[src/sv/rbd_pkg.sv]
// ----------------------------------------------------------------------------
// rbd_pkg
// Shared types and constants of the run-length byte decoder: the command that
// passes from the header parser to the beat generator, and the limits.
// ----------------------------------------------------------------------------
package rbd_pkg;

   localparam int OUT_LANES   = 4;   // default lanes per output beat
   localparam int MAX_LANES   = 4;   // lanes physically present on the port
   localparam int MAX_BEATS   = 32;  // beats one run may emit
   localparam int QUEUE_DEPTH = 2;   // commands between front and back

   localparam logic [7:0] RUN_FLAG   = 8'h80;
   localparam logic [7:0] COUNT_MASK = 8'h7F;

   // What the back end has to do for one input item
   typedef enum logic [1:0] {
      CMD_RUN  = 2'd0,   // repeat data count times
      CMD_LIT  = 2'd1,   // one literal byte
      CMD_MARK = 2'd2    // no data, closing beat only
   } cmd_kind_type;

   typedef struct packed {
      cmd_kind_type kind;
      logic [7:0]   data;
      logic [6:0]   count;
      logic         last;    // item was the final byte of the stream
      logic         trunc;   // stream ends inside a packet
   } cmd_type;

endpackage

[src/sv/rbd_front.sv]
// ----------------------------------------------------------------------------
// rbd_front
// Header parser: accepts compressed bytes, tracks packet phase and the count
// still owed, and issues one command for every item that yields output.
// ----------------------------------------------------------------------------
module rbd_front (
   input  logic             clock,
   input  logic             reset,
   input  logic             req_valid,
   output logic             req_stall,
   input  logic [7:0]       req_in_byte,
   input  logic             req_last_byte,
   input  logic             queue_full,
   output logic             push,
   output rbd_pkg::cmd_type push_cmd
);

   typedef enum logic [2:0] {
      PH_HEADER = 3'b001,
      PH_RUNVAL = 3'b010,
      PH_LIT    = 3'b100
   } phase_type;

   phase_type  phase_ff, phase_in;
   logic [6:0] pending_ff, pending_in;
   logic       accept;
   logic [6:0] hdr_count;
   logic       gen;

   assign req_stall = queue_full;
   assign accept    = req_valid && !req_stall;
   assign hdr_count = 7'(req_in_byte & rbd_pkg::COUNT_MASK);

   always_comb begin
      phase_in       = phase_ff;
      pending_in     = pending_ff;
      gen            = 1'b0;
      push_cmd.kind  = rbd_pkg::CMD_MARK;
      push_cmd.data  = req_in_byte;
      push_cmd.count = pending_ff;
      push_cmd.last  = req_last_byte;
      push_cmd.trunc = 1'b0;
      unique case (phase_ff)
         PH_RUNVAL: begin
            // zero run still swallows its value byte
            gen            = (pending_ff != 7'd0) || req_last_byte;
            push_cmd.kind  = (pending_ff != 7'd0) ? rbd_pkg::CMD_RUN : rbd_pkg::CMD_MARK;
            phase_in       = PH_HEADER;
            pending_in     = 7'd0;
         end
         PH_LIT: begin
            gen            = 1'b1;
            push_cmd.kind  = rbd_pkg::CMD_LIT;
            pending_in     = pending_ff - 7'd1;
            phase_in       = (pending_ff == 7'd1) ? PH_HEADER : PH_LIT;
            push_cmd.trunc = (pending_ff != 7'd1);
         end
         default: begin
            gen            = req_last_byte;
            push_cmd.trunc = ((req_in_byte & rbd_pkg::RUN_FLAG) != 8'd0)
                             || (hdr_count != 7'd0);
            if ((req_in_byte & rbd_pkg::RUN_FLAG) != 8'd0) begin
               phase_in   = PH_RUNVAL;
               pending_in = hdr_count;
            end else if (hdr_count != 7'd0) begin
               phase_in   = PH_LIT;
               pending_in = hdr_count;
            end else begin
               phase_in   = PH_HEADER;
            end
         end
      endcase
      if (req_last_byte) begin
         phase_in   = PH_HEADER;
         pending_in = 7'd0;
      end
   end

   assign push = accept && gen;

   always_ff @(posedge clock) begin
      if (reset) begin
         phase_ff   <= PH_HEADER;
         pending_ff <= 7'd0;
      end else if (accept) begin
         phase_ff   <= phase_in;
         pending_ff <= pending_in;
      end
   end

endmodule

[src/sv/rbd_queue.sv]
// ----------------------------------------------------------------------------
// rbd_queue
// Short command queue between parser and beat generator.
// ----------------------------------------------------------------------------
module rbd_queue #(
   parameter int DEPTH = rbd_pkg::QUEUE_DEPTH
) (
   input  logic             clock,
   input  logic             reset,
   input  logic             push,
   input  rbd_pkg::cmd_type push_cmd,
   input  logic             pop,
   output rbd_pkg::cmd_type head_cmd,
   output logic             empty,
   output logic             full
);

   localparam int PTR_W = (DEPTH > 1) ? $clog2(DEPTH) : 1;
   localparam int CNT_W = $clog2(DEPTH + 1);

   rbd_pkg::cmd_type slot_ff [DEPTH];
   logic [PTR_W-1:0] wr_ptr_ff, rd_ptr_ff;
   logic [CNT_W-1:0] count_ff;

   assign empty    = (count_ff == CNT_W'(0));
   assign full     = (count_ff == CNT_W'(DEPTH));
   assign head_cmd = slot_ff[rd_ptr_ff];

   function automatic logic [PTR_W-1:0] next_ptr(input logic [PTR_W-1:0] p);
      return (p == PTR_W'(DEPTH - 1)) ? PTR_W'(0) : p + PTR_W'(1);
   endfunction

   always_ff @(posedge clock) begin
      if (push) begin
         slot_ff[wr_ptr_ff] <= push_cmd;
      end
   end

   always_ff @(posedge clock) begin
      if (reset) begin
         wr_ptr_ff <= '0;
         rd_ptr_ff <= '0;
         count_ff  <= '0;
      end else begin
         if (push) wr_ptr_ff <= next_ptr(wr_ptr_ff);
         if (pop)  rd_ptr_ff <= next_ptr(rd_ptr_ff);
         if (push && !pop)      count_ff <= count_ff + CNT_W'(1);
         else if (pop && !push) count_ff <= count_ff - CNT_W'(1);
      end
   end

endmodule

[src/sv/rbd_back.sv]
// ----------------------------------------------------------------------------
// rbd_back
// Beat generator: carries out one command at a time, splitting runs into
// beats of up to the configured lane count, and keeps the running length.
// ----------------------------------------------------------------------------
module rbd_back #(
   parameter int OUT_LANES = rbd_pkg::OUT_LANES
) (
   input  logic             clock,
   input  logic             reset,
   input  rbd_pkg::cmd_type head_cmd,
   input  logic             queue_empty,
   output logic             pop,
   output logic             rsp_valid,
   input  logic             rsp_stall,
   output logic [31:0]      rsp_out_lanes,
   output logic [2:0]       rsp_lane_count,
   output logic             rsp_last_of_input,
   output logic             rsp_stream_done,
   output logic [31:0]      rsp_total_length,
   output logic             rsp_truncated
);

   localparam int LANES_PER = (OUT_LANES < 1) ? 1 :
                              (OUT_LANES > rbd_pkg::MAX_LANES) ? rbd_pkg::MAX_LANES
                                                               : OUT_LANES;
   localparam int BEAT_W    = $clog2(rbd_pkg::MAX_BEATS);

   rbd_pkg::cmd_type  act_ff;
   logic              act_valid_ff;
   logic [6:0]        left_ff;
   logic [BEAT_W-1:0] beat_ff;
   logic [31:0]       total_ff;

   logic [31:0] lanes_ff;
   logic [2:0]  cnt_ff;
   logic        last_in_ff, done_ff, trunc_ff, valid_ff;
   logic [31:0] length_ff;

   logic        out_load, final_beat, act_free;
   logic [2:0]  take;
   logic [6:0]  add;
   logic [31:0] lanes;
   logic [32:0] sum;
   logic [31:0] new_total;

   always_comb begin
      take = 3'd0;
      add  = 7'd0;
      final_beat = 1'b1;
      lanes = 32'd0;
      case (act_ff.kind)
         rbd_pkg::CMD_RUN: begin
            take = (left_ff < 7'(LANES_PER)) ? left_ff[2:0] : 3'(LANES_PER);
            // run capped in beats; the leftover is still counted
            final_beat = (left_ff == 7'(take)) ||
                         (beat_ff == BEAT_W'(rbd_pkg::MAX_BEATS - 1));
            add = final_beat ? left_ff : 7'(take);
            for (int i = 0; i < rbd_pkg::MAX_LANES; i++) begin
               lanes[8*i +: 8] = (3'(i) < take) ? act_ff.data : 8'd0;
            end
         end
         rbd_pkg::CMD_LIT: begin
            take  = 3'd1;
            add   = 7'd1;
            lanes = {24'd0, act_ff.data};
         end
         default: begin
         end
      endcase
   end

   assign sum       = {1'b0, total_ff} + 33'(add);
   assign new_total = sum[32] ? 32'hFFFF_FFFF : sum[31:0];

   assign out_load = act_valid_ff && (!valid_ff || !rsp_stall);
   assign act_free = !act_valid_ff || (out_load && final_beat);
   assign pop      = !queue_empty && act_free;

   always_ff @(posedge clock) begin
      if (reset) begin
         act_valid_ff <= 1'b0;
         valid_ff     <= 1'b0;
         total_ff     <= 32'd0;
      end else begin
         if (pop) begin
            act_valid_ff <= 1'b1;
         end else if (act_free) begin
            act_valid_ff <= 1'b0;
         end
         if (out_load) begin
            valid_ff <= 1'b1;
            total_ff <= (final_beat && act_ff.last) ? 32'd0 : new_total;
         end else if (!rsp_stall) begin
            valid_ff <= 1'b0;
         end
      end
   end

   always_ff @(posedge clock) begin
      if (pop) begin
         act_ff  <= head_cmd;
         left_ff <= head_cmd.count;
         beat_ff <= '0;
      end else if (out_load) begin
         left_ff <= left_ff - 7'(take);
         beat_ff <= beat_ff + BEAT_W'(1);
      end
      if (out_load) begin
         lanes_ff   <= lanes;
         cnt_ff     <= take;
         last_in_ff <= final_beat;
         done_ff    <= final_beat && act_ff.last;
         trunc_ff   <= final_beat && act_ff.last && act_ff.trunc;
         length_ff  <= new_total;
      end
   end

   assign rsp_valid         = valid_ff;
   assign rsp_out_lanes     = lanes_ff;
   assign rsp_lane_count    = cnt_ff;
   assign rsp_last_of_input = last_in_ff;
   assign rsp_stream_done   = done_ff;
   assign rsp_total_length  = length_ff;
   assign rsp_truncated     = trunc_ff;

endmodule

[src/sv/rle_byte_decoder.sv]
// ----------------------------------------------------------------------------
// rle_byte_decoder
// An item's first beat raises rsp_valid once the item has passed the queue
// write, then the command load, then the output load.
// Throughput: one compressed byte per cycle for headers and literals while
// the queue has room; a run of n bytes gives ceil(n/lanes) beats, at most 32.
// Reset: synchronous, clears parser phase, queue, running length, valids.
// ----------------------------------------------------------------------------
module rle_byte_decoder #(
   parameter int OUT_LANES   = rbd_pkg::OUT_LANES,    // lanes per beat, clamped to 1..4
   parameter int QUEUE_DEPTH = rbd_pkg::QUEUE_DEPTH
) (
   input  logic        clock,
   input  logic        reset,
   input  logic        req_valid,
   output logic        req_stall,
   input  logic [7:0]  req_in_byte,
   input  logic        req_last_byte,
   output logic        rsp_valid,
   input  logic        rsp_stall,
   output logic [31:0] rsp_out_lanes,
   output logic [2:0]  rsp_lane_count,
   output logic        rsp_last_of_input,
   output logic        rsp_stream_done,
   output logic [31:0] rsp_total_length,
   output logic        rsp_truncated
);

   // Front: parses headers, one item a cycle, stalls only on a full queue.
   // Header bytes that close nothing leave no command behind.
   // Back: turns each command into beats; a run holds it over all its beats
   // while the front keeps taking bytes into the queue until it is full.

   rbd_pkg::cmd_type push_cmd, head_cmd;
   logic             push, pop, queue_full, queue_empty;

   rbd_front u_front (
      .clock         (clock),
      .reset         (reset),
      .req_valid     (req_valid),
      .req_stall     (req_stall),
      .req_in_byte   (req_in_byte),
      .req_last_byte (req_last_byte),
      .queue_full    (queue_full),
      .push          (push),
      .push_cmd      (push_cmd)
   );

   rbd_queue #(
      .DEPTH (QUEUE_DEPTH)
   ) u_queue (
      .clock    (clock),
      .reset    (reset),
      .push     (push),
      .push_cmd (push_cmd),
      .pop      (pop),
      .head_cmd (head_cmd),
      .empty    (queue_empty),
      .full     (queue_full)
   );

   // running length lives in the back end, cleared after each closing beat
   rbd_back #(
      .OUT_LANES (OUT_LANES)
   ) u_back (
      .clock             (clock),
      .reset             (reset),
      .head_cmd          (head_cmd),
      .queue_empty       (queue_empty),
      .pop               (pop),
      .rsp_valid         (rsp_valid),
      .rsp_stall         (rsp_stall),
      .rsp_out_lanes     (rsp_out_lanes),
      .rsp_lane_count    (rsp_lane_count),
      .rsp_last_of_input (rsp_last_of_input),
      .rsp_stream_done   (rsp_stream_done),
      .rsp_total_length  (rsp_total_length),
      .rsp_truncated     (rsp_truncated)
   );

endmodule

[config.mk]
export PLATFORM = sky130hd
export DESIGN_NAME = rle_byte_decoder
export DESIGN_NICKNAME = d
export VERILOG_FILES = /design/src/sv/rbd_pkg.sv /design/src/sv/rbd_front.sv /design/src/sv/rbd_queue.sv /design/src/sv/rbd_back.sv /design/src/sv/rle_byte_decoder.sv
export SDC_FILE = /design/constraint.sdc
export NUM_CORES = 1
export LEC_CHECK = 0
export ABC_AREA = 1
export BUFFER_PORTS_ARGS = -buffer_cell sky130_fd_sc_hd__buf_2
export CAP_MARGIN = 20
export CORE_ASPECT_RATIO = 2
export CORE_UTILIZATION = 44
export CTS_CLUSTER_DIAMETER = 200
export DETAILED_ROUTE_END_ITERATION = 7
export PLACE_DENSITY_LB_ADDON = 0.15
export SYNTH_ARGS = -nofsm -noshare
export SYNTH_HDL_FRONTEND = slang
export SYNTH_SLANG_ARGS = --single-unit
[constraint.sdc]
create_clock -name clock -period 7.6 [get_ports clock]
set_input_delay 1.14 -clock clock [delete_from_list [all_inputs] [get_ports clock]]
set_output_delay 1.14 -clock clock [all_outputs]
set_load 0.02 [all_outputs]
Yosys cells after proc, flatten, opt, wreduce, memory -nomap -nowiden
Memory sizes are Yosys's and may differ from the RTL's. A register that Yosys moved wholly into a read port is not among the register bits.
Cells that the tools add are included.
{"block": "classes", "n_addsub": 8, "reduce_logical": 30, "order_cmp": 5, "muxes": 39, "n_eq_ne": 9}
{"op": "$mux 32", "n": 2}
{"op": "$pmux 32 s2", "n": 1}
{"op": "$mux 7", "n": 6}
{"op": "$add 32x7->33", "n": 1}
{"op": "$mux 8", "n": 4}
{"op": "$pmux 7 s2", "n": 2}
{"op": "$mux 3", "n": 5}
{"op": "$reduce_bool 7->1", "n": 2}
{"op": "$pmux 3 s2", "n": 2}
{"op": "$mux 1", "n": 11}
{"op": "$logic_and 1x1->1", "n": 9}
{"op": "$eq 7x1->1 const B", "n": 1}
{"op": "$eq 7x3->1", "n": 1}
{"op": "$logic_not 1->1", "n": 7}
{"op": "$lt 7x3->1 const B", "n": 1}
{"op": "$ne 7x1->1 const B", "n": 1}
{"op": "$sub 7x1->7 const B", "n": 1}
{"op": "$sub 7x3->7", "n": 1}
{"op": "$lt 1x3->1 const A", "n": 2}
{"op": "$lt 2x3->1 const A", "n": 2}
{"op": "$mux 2", "n": 3}
{"op": "$reduce_bool 2->1", "n": 3}
{"op": "$add 5x1->5 const B", "n": 1}
{"op": "$eq 5x5->1 const B", "n": 1}
{"op": "other kinds (14)", "n": 21}
{"block": "totals", "mem_count": 1, "ramBits": 38, "reg_bits": 142}
{"name": "u_queue.slot_ff", "depth": 2, "width": 19, "read_ports": 1, "rd_ports_with_merged_regs": 1, "wr": 1, "line": "rbd_queue.sv:21", "text": "rbd_pkg::cmd_type slot_ff [DEPTH];"}

Logic depth before layout (Yosys ltp)
Gate-level depths: netlist of the first run.
{"block": "logic_depth", "depth_word": 11, "mapped_depth": 22}

Cells and area by module
Synthesis of the first run repeated with hierarchy kept, for this count alone.
{"block": "unflattened", "hier_cells": 937, "hier_area_um2": 8774.7}
{"module": "rbd_back", "area_each_um2": 6246.0, "instances": 1, "cells_each": 701, "seq_area_each_um2": 3453.3}
{"module": "rbd_queue", "area_each_um2": 1650.3, "instances": 1, "cells_each": 92, "seq_area_each_um2": 1241.2}
{"module": "rbd_front", "area_each_um2": 878.3, "instances": 1, "cells_each": 144, "seq_area_each_um2": 200.2}

Least setup slack after synthesis of the first run
No wires, ideal clock.
{"block": "synth_timing", "kind": "input to register", "startpoint": "input rsp_stall", "endpoint": "register u_queue.count_ff[1]", "arrival_time_ns": 3.992, "cell_stages": 12, "setup_ns": 0.122, "t_required_ns": 7.478, "n_path_buf": 1, "path_slack_ns": 3.486, "path_cell_list": "nand2_1 nand2_1 inv_1 nand2_1 nand2_2 nand2_4 buf_6 ha_1 a21oi_1 o21ai_0 o21ai_0 a21oi_1"}
{"block": "synth_between", "elab_chain_len": 9, "word_cells_on_any_way": 11, "cone_classes": "mux (1); reduce/logical (10)"}
{"item": "start: declaration", "line": "rle_byte_decoder.sv:20", "text": "input logic rsp_stall,"}
{"item": "$logic_not 1->1 (*)", "line": "rbd_back.sv:76", "text": "assign out_load = act_valid_ff && (!valid_ff || !rsp_stall);"}
{"item": "$logic_or 1x1->1 (*)", "line": "rbd_back.sv:76"}
{"item": "$logic_and 1x1->1 (*)", "line": "rbd_back.sv:76"}
{"item": "net u_back.out_load", "line": "rbd_back.sv:40", "text": "logic out_load, final_beat, act_free;"}
{"item": "$logic_and 1x1->1 (*)", "line": "rbd_back.sv:77", "text": "assign act_free = !act_valid_ff || (out_load && final_beat);"}
{"item": "$logic_or 1x1->1 (*)", "line": "rbd_back.sv:77"}
{"item": "$logic_and 1x1->1 (*)", "line": "rbd_back.sv:78", "text": "assign pop = !queue_empty && act_free;"}
{"item": "$logic_not 1->1", "line": "rbd_queue.sv:47", "text": "if (push && !pop) count_ff <= count_ff + CNT_W'(1);"}
{"item": "$logic_and 1x1->1", "line": "rbd_queue.sv:47"}
{"item": "$mux 2 / $reduce_bool 2->1 (equally long branches)"}
{"item": "end signal: assignment", "line": "rbd_queue.sv:47"}
{"item": "end signal: assignment", "line": "rbd_queue.sv:48", "text": "else if (pop && !push) count_ff <= count_ff - CNT_W'(1);"}
{"item": "end: declaration", "line": "rbd_queue.sv:23", "text": "logic [CNT_W-1:0] count_ff;"}
Mark *: on every way through the listed nets, which the timed path passes. The rest lies on a longest branch.
A chain may end at the register's enable or synchronous reset.

Final worst setup path of the first run
{"block": "layout_timing", "startpoint": "register u_back.act_ff[18] (netlist name)", "endpoint": "register u_back.total_ff[2]"}
{"block": "layout_between", "elab_chain_len": 5, "word_cells_on_any_way": 8, "cone_classes": "add/sub (1); eq/ne (1); mux (4); reduce/logical (2)"}
{"item": "start: declaration", "line": "rbd_back.sv:29", "text": "rbd_pkg::cmd_type act_ff;"}
{"item": "start signal: assignment", "line": "rbd_back.sv:102", "text": "act_ff <= head_cmd;"}
{"item": "$eq 2x1->1 / $logic_not 2->1 (equally long branches)", "line": "rbd_back.sv:52", "text": "case (act_ff.kind)"}
{"item": "$pmux 7 s2 (*)", "line": "rbd_back.sv:52"}
{"item": "$add 32x7->33 (*)", "line": "rbd_back.sv:73", "text": "assign sum = {1'b0, total_ff} + 33'(add);"}
{"item": "$mux 32 (*)", "line": "rbd_back.sv:74", "text": "assign new_total = sum[32] ? 32'hFFFF_FFFF : sum[31:0];"}
{"item": "net u_back.new_total[2]", "line": "rbd_back.sv:45", "text": "logic [31:0] new_total;"}
{"item": "$mux 32 (*)", "line": "rbd_back.sv:93", "text": "total_ff <= (final_beat && act_ff.last) ? 32'd0 : new_total;"}
{"item": "end signal: assignment", "line": "rbd_back.sv:93"}
{"item": "end: declaration", "line": "rbd_back.sv:33", "text": "logic [31:0] total_ff;"}
Marks and branches as above.

==> impl_metrics.tcl, run 1 <==
set metrics [dict create \
    relSlewSlack_pct 31.93 \
    slowest_stage "nor2_1" \
    rsz0062_at_grt "no" \
    cp_top_family "simple AND/OR/NAND/NOR gates" \
    r2r_start "u_back.act_ff[18]$_DFFE_PP_" \
    synth_edf_count 127 \
    antenna_found_initial 0 \
    path_clk_slew_ns 0.07 \
    antenna_cells 0 \
    netlist.area_leader.share_pct 44.16 \
    grt_pass1_vias 6101 \
    worstSetupStartpoint "u_back.act_ff[18]$_DFFE_PP_" \
    cts.sinks 181 \
    gp_congestion 0.9577 \
    clock_latency_ns 0.43 \
    swShare_pct 33.65 \
    hold_viol_final 0 \
    clockPowerShare_pct 28.7 \
    worstPathMaxFanout 23 \
    worstPathRequired_ns 7.94 \
    start_util_pct 44.79 \
    htreeDepth 4 \
    cts_buffers 17 \
    firstDrtPassIters 5 \
    combPwrFrac_pct 24.9 \
    ff2ff_setup_slack_ns 3.78 \
    final_max_slew_viol_count 0 \
    die_w_um 101.1 \
    hold_buffers 0 \
    path_common_cell "nand2_1" \
    final_cell_mix "nand2_1, edfxtp_1, inv_1" \
    grt_max_degree 74 \
    crit_end "u_back.total_ff[2]$_SDFFE_PP0P_" \
    rows 72 \
    sequentialPowerShare_pct 46.4 \
    start_kind "flop" \
    cap_violations 0 \
    clockRootBuffer "clkbuf_16" \
    dpl_cell_area_mm2 0.009291 \
    io-pin-count 85 \
    cp_num_cells 12 \
    yosys.area.top_type "edfxtp_1" \
    num_vias 6301 \
    min_path_type "flop to flop" \
    synthCells 904 \
    die_height_um 200.1 \
    ir_worst_vdd_mv 0.1548 \
    fin_area_mm2 0.009906 \
    yosysSeqAreaShare_pct 56.68 \
    tightest_slew_ns 1.021 \
    cts_resized 0 \
    dp_hpwl_mm 15.71 \
    status "complete, no violations" \
    ys_async_sr_fraction_pct 0 \
    io_buffers 84 \
    r2r_end "u_back.total_ff[2]$_SDFFE_PP0P_" \
    switchingPower_uw 1056 \
    cts_buffer_depth 2 \
    wl_per_cell_um 16.53 \
    synth.distinct_cells 43 \
    dieArea_mm2 0.02022 \
    overflow 0 \
    period_share_pct 50.29 \
    ys_ff_latch 181 \
    first_iter_violations 248 \
    detail-route-antenna-nets 0 \
    worstHoldPathCells 2 \
    fmax_ghz 0.2617 \
    setup_viol 0 \
    nets 1022 \
    synth_fp_nets 934 \
    syn-cell-area_mm2 0.008636 \
    postCtsSetupBuffers 0 \
    fin_worst_skew_ns 0.01137 \
    drt-total-wl_mm 20.89 \
    crit_chain "nor2_1 > inv_1 > nor3_1 > fa_1 > nand2_1 > nand2_1 > nand3_1 > nand2_2 > nand4_4 > o21ai_0 > nand2_1 > a21oi_1" \
    finalSetupTns_ns 0 \
    worst_path_largest_cell_delay_ns 0.67 \
    grt_pass1_wl_mm 31.83 \
    nFillCells 1900 \
    min_period_ns 3.822 \
    power.leakage_uw 0.004144 \
    power_density_mw_per_mm2 316.9 \
    critPathArrivalTime_ns 4.16 \
    reg2regPathDepth 12 \
    cts_tree "done" \
    drc_errors 0 \
    syn_to_final_growth_pct 14.71 \
    vias_per_cell 4.985 \
    syn_avg_cell_area_um2 9.553 \
    layout_commonest_cell "nand2_1" \
    cp_num_buf_inv 1 \
    path_class "flop to flop" \
    cp-end-kind "flop" \
    drive_above_1_share_pct 18.61 \
    grt.total_usage_pct 21.64 \
    intPower_uw 2083 \
    yosysWarnings 0 \
    synth_flop_cell "edfxtp_1" \
    synth.area.top_cells "edfxtp_1, dfxtp_1, nand2_1" \
    coreArea_mm2 0.01928 \
]
==> worst min path at each step <==
stage	start	to	slack, ns
after floorplan	u_back.beat_ff[4]$_SDFFE_PP0P_	u_back.beat_ff[4]$_SDFFE_PP0P_	0.45
after global placement	u_back.beat_ff[4]$_SDFFE_PP0P_	u_back.beat_ff[4]$_SDFFE_PP0P_	0.45
after detailed placement	u_front.phase_ff[1]$_SDFFE_PP0P_	u_front.phase_ff[1]$_SDFFE_PP0P_	0.46
after CTS	u_front.phase_ff[1]$_SDFFE_PP0P_	u_front.phase_ff[1]$_SDFFE_PP0P_	0.47
after global routing	u_front.phase_ff[1]$_SDFFE_PP0P_	u_front.phase_ff[1]$_SDFFE_PP0P_	0.49
final	u_front.phase_ff[1]$_SDFFE_PP0P_	u_front.phase_ff[1]$_SDFFE_PP0P_	0.47
==> sequential cells by signal, indices dropped and copies added (netlist names), 2 cells and up, named ones only <==
signal	cells
u_back.act_ff	12
u_back.beat_ff	5
u_back.left_ff	7
u_back.rsp_lane_count	3
u_back.rsp_out_lanes	32
u_back.rsp_total_length	32
u_back.total_ff	32
u_front.pending_ff	7
u_front.phase_ff	3
u_queue.count_ff	2
u_queue.slot_ff	38
==> power groups by stage <==
stage	logic, µW	registers [µW]	clock network (µW)
finish	782	1460	900
global route	863	1480	948
CTS	800	1460	918
detailed placement	796	1480	0
global placement	788	1480	0
floorplan	423	1580	0
==> synth_stat cells, types with 9 or more instances <==
master	count
clkbuf_1	12
inv_1	117
nand4_1	10
nand3_2	9
ha_1	15
mux2_2	13
nor2_1	68
nor3_1	21
dfxtp_1	54
nand2_1	234
nand3_1	66
xor2_1	11
edfxtp_1	127
a21oi_1	52
o21ai_0	19
nand2_2	10
==> cells by family (layout without fill, tap and decap cells) <==
kind of cell | after synthesis | count (layout) | share of synthesized area, %
flops | 181 | 181 | 56.68
simple gates | 453 | 453 | 25.34
fa+ha+maj | 17 | 17 | 2.637
buf+inv | 140 | 241 | 6.636
compound gates | 81 | 81 | 4.999
xor+xnor | 13 | 13 | 1.318
mux | 19 | 19 | 2.391
==> layout make-up <==
type                    count  area (µm²)  share of cell area [%]
inverters                 121       454.2                   4.585
clock inverters            10       107.6                   1.086
repair buffers             88       450.4                   4.547
well taps                 259       324.1                   3.271
clock buffers              22       506.7                   5.116
flip-flops and latches    181        4895                   49.41
multi-input cells         583        3168                   31.98
==> stage by stage <==
step	setup WS (ns)	hold slack, ns	std cells	power, µW	utilization (%)
after floorplan	3.486	0.4453	904	2007	-
after global placement	3.873	0.4525	1232	2268	48.20
after detailed placement	3.721	0.4564	1232	2277	48.20
after CTS	3.719	0.4671	1264	3178	51.38
final	3.778	0.4681	1264	3139	51.38
after global routing	3.406	0.4914	1264	3288	51.38
==> worst register-to-register path, stage by stage, from the launching register on <==
cell and delay (ns):
edfxtp_1 0.42, nor2_1 0.67, inv_1 0.36, nor3_1 0.41, fa_1 0.27, nand2_1 0.07
nand2_1 0.09, nand3_1 0.11, nand2_2 0.16, nand4_4 0.58, o21ai_0 0.34, nand2_1 0.08
a21oi_1 0.16
==> layer usage <==
| metal | up-vias | global-route usage (%) | part of all wire [%] |
|---|---|---|---|
| met5 | - | 0 | 0 |
| met4 | 0 | 13.15 | 5.3 |
| met3 | 49 | 3.175 | 2.3 |
| met2 | 124 | 43.66 | 61 |
| met1 | 2945 | 18.66 | 31 |
| li1 | 3183 | - | - |
(Power assumes the default switching activity.)
==> inputs of run 2 (changes only) <==
==> constraint.sdc (replaced) <==
create_clock -name clock -period 3.28 [get_ports clock]
set_input_delay 0.492 -clock clock [delete_from_list [all_inputs] [get_ports clock]]
set_output_delay 0.492 -clock clock [all_outputs]
set_load 0.02 [all_outputs]
==> run 2 against run 1 <==
Compared with the run above:
- via count up 0.67%
- design area rose by 0.61%
- wire length increased by 2.9%
- worst setup slack got worse by 3.5 ns
- highest routed layer unchanged
==> impl_metrics.tcl, run 2 (same netlist as run 1, synthesis figures left out) <==
set metrics [dict create \
    status "complete, no violations" \
    nFillCells 1881 \
    syn_to_final_growth_pct 15.40 \
    dp_hpwl_mm 16.74 \
    relSlewSlack_pct 38.45 \
    setup_viol 0 \
    post-place-cells 1241 \
    crit_end "u_back.total_ff[18]$_SDFFE_PP0P_" \
    reg2regPathDepth 21 \
    worstHoldPathCells 1 \
    die_height_um 200.1 \
    ir_worst_vdd_mv 0.5609 \
    tightest_slew_ns 0.9220 \
    power.leakage_uw 0.004162 \
    drc_errors 0 \
    setup_slack_ns 0.2841 \
    r2r_start "u_back.beat_ff[0]$_SDFFE_PP0P_" \
    min_path_type "input pin to flop" \
    cp-end-kind "flop" \
    first_iter_violations 234 \
    r2r_end "u_back.total_ff[18]$_SDFFE_PP0P_" \
    rows 72 \
    worstPathMaxFanout 5 \
    top_register "u_queue.slot_ff" \
    hold_viol_final 0 \
    path_common_cell "nand2_1" \
    cts.sinks 181 \
    drt-total-wl_mm 21.50 \
    hold_buffers 0 \
    firstDrtPassIters 5 \
    wl_per_cell_um 16.89 \
    min_period_ns 2.996 \
    slowest_stage "fa_1" \
    multi_input_comb_area_mm2 0.003182 \
    worstSetupStartpoint "u_back.beat_ff[0]$_SDFFE_PP0P_" \
    rsz0062_at_grt "no" \
    path_clk_slew_ns 0.07 \
    grt_pass1_wl_mm 32.82 \
    dp_worst_setup_slack_ns 0.1625 \
    detail-route-antenna-nets 0 \
    final_max_slew_viol_count 0 \
    worstPathRequired_ns 3.66 \
    grt.total_usage_pct 22.69 \
    ff2ff_setup_slack_ns 0.28 \
    start_kind "flop" \
    final_cells 1273 \
    critPathArrivalTime_ns 3.37 \
    dieArea_mm2 0.02022 \
    num_vias 6343 \
    crit_chain "ha_1 > nand2_1 > nor2_1 > ha_1 > inv_1 > nand2_2 > nand2_1 > a21oi_1 > ha_1 > fa_1 > nand2_1 > nand2_1 > nand3_1 > nand2_1 > nand2_1 > nand2_2 > nand2_1 > nand2_1 > nand3_4 > nand2_1 > a21oi_1" \
    finalSetupTns_ns 0 \
    antenna_found_initial 0 \
    start_util_pct 44.79 \
    path_class "flop to flop" \
    final_cell_mix "nand2_1, edfxtp_1, inv_1" \
    fin_worst_skew_ns 0.01266 \
    seq_area_mm2 0.004895 \
    period_share_pct 91.34 \
    largest_reg_flops 38 \
    cap_violations 0 \
    cts_buffers 17 \
    cts_buffer_depth 2 \
    clock_latency_ns 0.45 \
    drive_above_1_share_pct 19.23 \
    nets 1031 \
    cp_num_cells 21 \
    layout_commonest_cell "nand2_1" \
    gp_congestion 0.9769 \
    worst_path_largest_cell_delay_ns 0.41 \
    fin_util_pct 51.69 \
    coreArea_mm2 0.01928 \
    clockRootBuffer "clkbuf_16" \
    io_buffers 84 \
    power_density_mw_per_mm2 724.7 \
    postCtsSetupBuffers 0 \
    vias_per_cell 4.983 \
    grt_max_degree 46 \
    htreeDepth 4 \
    cts_tree "done" \
    cp_top_family "simple AND/OR/NAND/NOR gates" \
    antenna_cells 0 \
    io-pin-count 85 \
    cts_resized 0 \
    die_w_um 101.1 \
    overflow 0 \
    fmax_ghz 0.3338 \
    cp_num_buf_inv 1 \
    grt_pass1_vias 6236 \
]
-- run 2: changes by cell type in the layout (fill, tap and decap cells not counted), moves of 2 or more --
cell,before,now
clkinv_1,0,2
clkinvlp_4,0,4
nand2_2,10,12
clkinv_4,4,2
clkbuf_16,19,17
nand2_1,234,232
buf_4,4,12
-- run 2: layout make-up --
| type | instances | area share, % |
|---|---|---|
| multi-input combinational | 583 | 31.93 |
| tap | 259 | 3.252 |
| clock inverter | 12 | 1.306 |
| timing repair buffer | 97 | 5.323 |
| clock buffer | 20 | 4.482 |
| sequential | 181 | 49.11 |
| inverter | 121 | 4.595 |
-- run 2: layer usage --
metal	routed length, µm	share of wire, %	global-route usage, %
met1	6829	32	19.37
met2	12770	59	44.27
met3	540	2.5	3.943
met4	1359	6.3	16.56
met5	0	0	0
-- run 2: power breakdown --
group | total, µW | switching, µW | internal [µW]
registers | 3370 | 267 | 3100
logic | 1850 | 1300 | 550
clock network | 2010 | 869 | 1140
total | 7220 | 2430 | 4790
-- run 2: worst min-delay path by stage --
| stage | to | from | slack (ns) |
|---|---|---|---|
| finish | u_queue.slot_ff[1][10]$_DFFE_PP_ | req_in_byte[1] | 0.24 |
| global route | u_queue.slot_ff[0][9]$_DFFE_PP_ | req_in_byte[0] | 0.23 |
| CTS | u_queue.slot_ff[1][10]$_DFFE_PP_ | req_in_byte[1] | 0.22 |
| detailed placement | u_back.beat_ff[4]$_SDFFE_PP0P_ | u_back.beat_ff[4]$_SDFFE_PP0P_ | 0.47 |
| global placement | u_back.beat_ff[4]$_SDFFE_PP0P_ | u_back.beat_ff[4]$_SDFFE_PP0P_ | 0.45 |
| floorplan | u_back.beat_ff[4]$_SDFFE_PP0P_ | u_back.beat_ff[4]$_SDFFE_PP0P_ | 0.45 |
-- run 2: through the flow --
stage          total power [µW]  instance area [µm²]  hold WS (ns)
2_1_floorplan              4647                 8640        0.4453
3_3_place_gp               5279                 9375        0.4524
3_5_place_dp               5297                 9375        0.4652
4_1_cts                    7308                 9952        0.2229
5_1_grt                    7575                 9966        0.2350
6_report                   7222                 9966        0.2440
-- run 2: worst register-to-register path, delay by kind of cell (launching register included) --
family	cells	cell delay [ns]
fa+ha+maj	4	1.03
compound gates	2	0.21
buf+inv	1	0.11
flops	1	0.33
simple gates	14	1.24
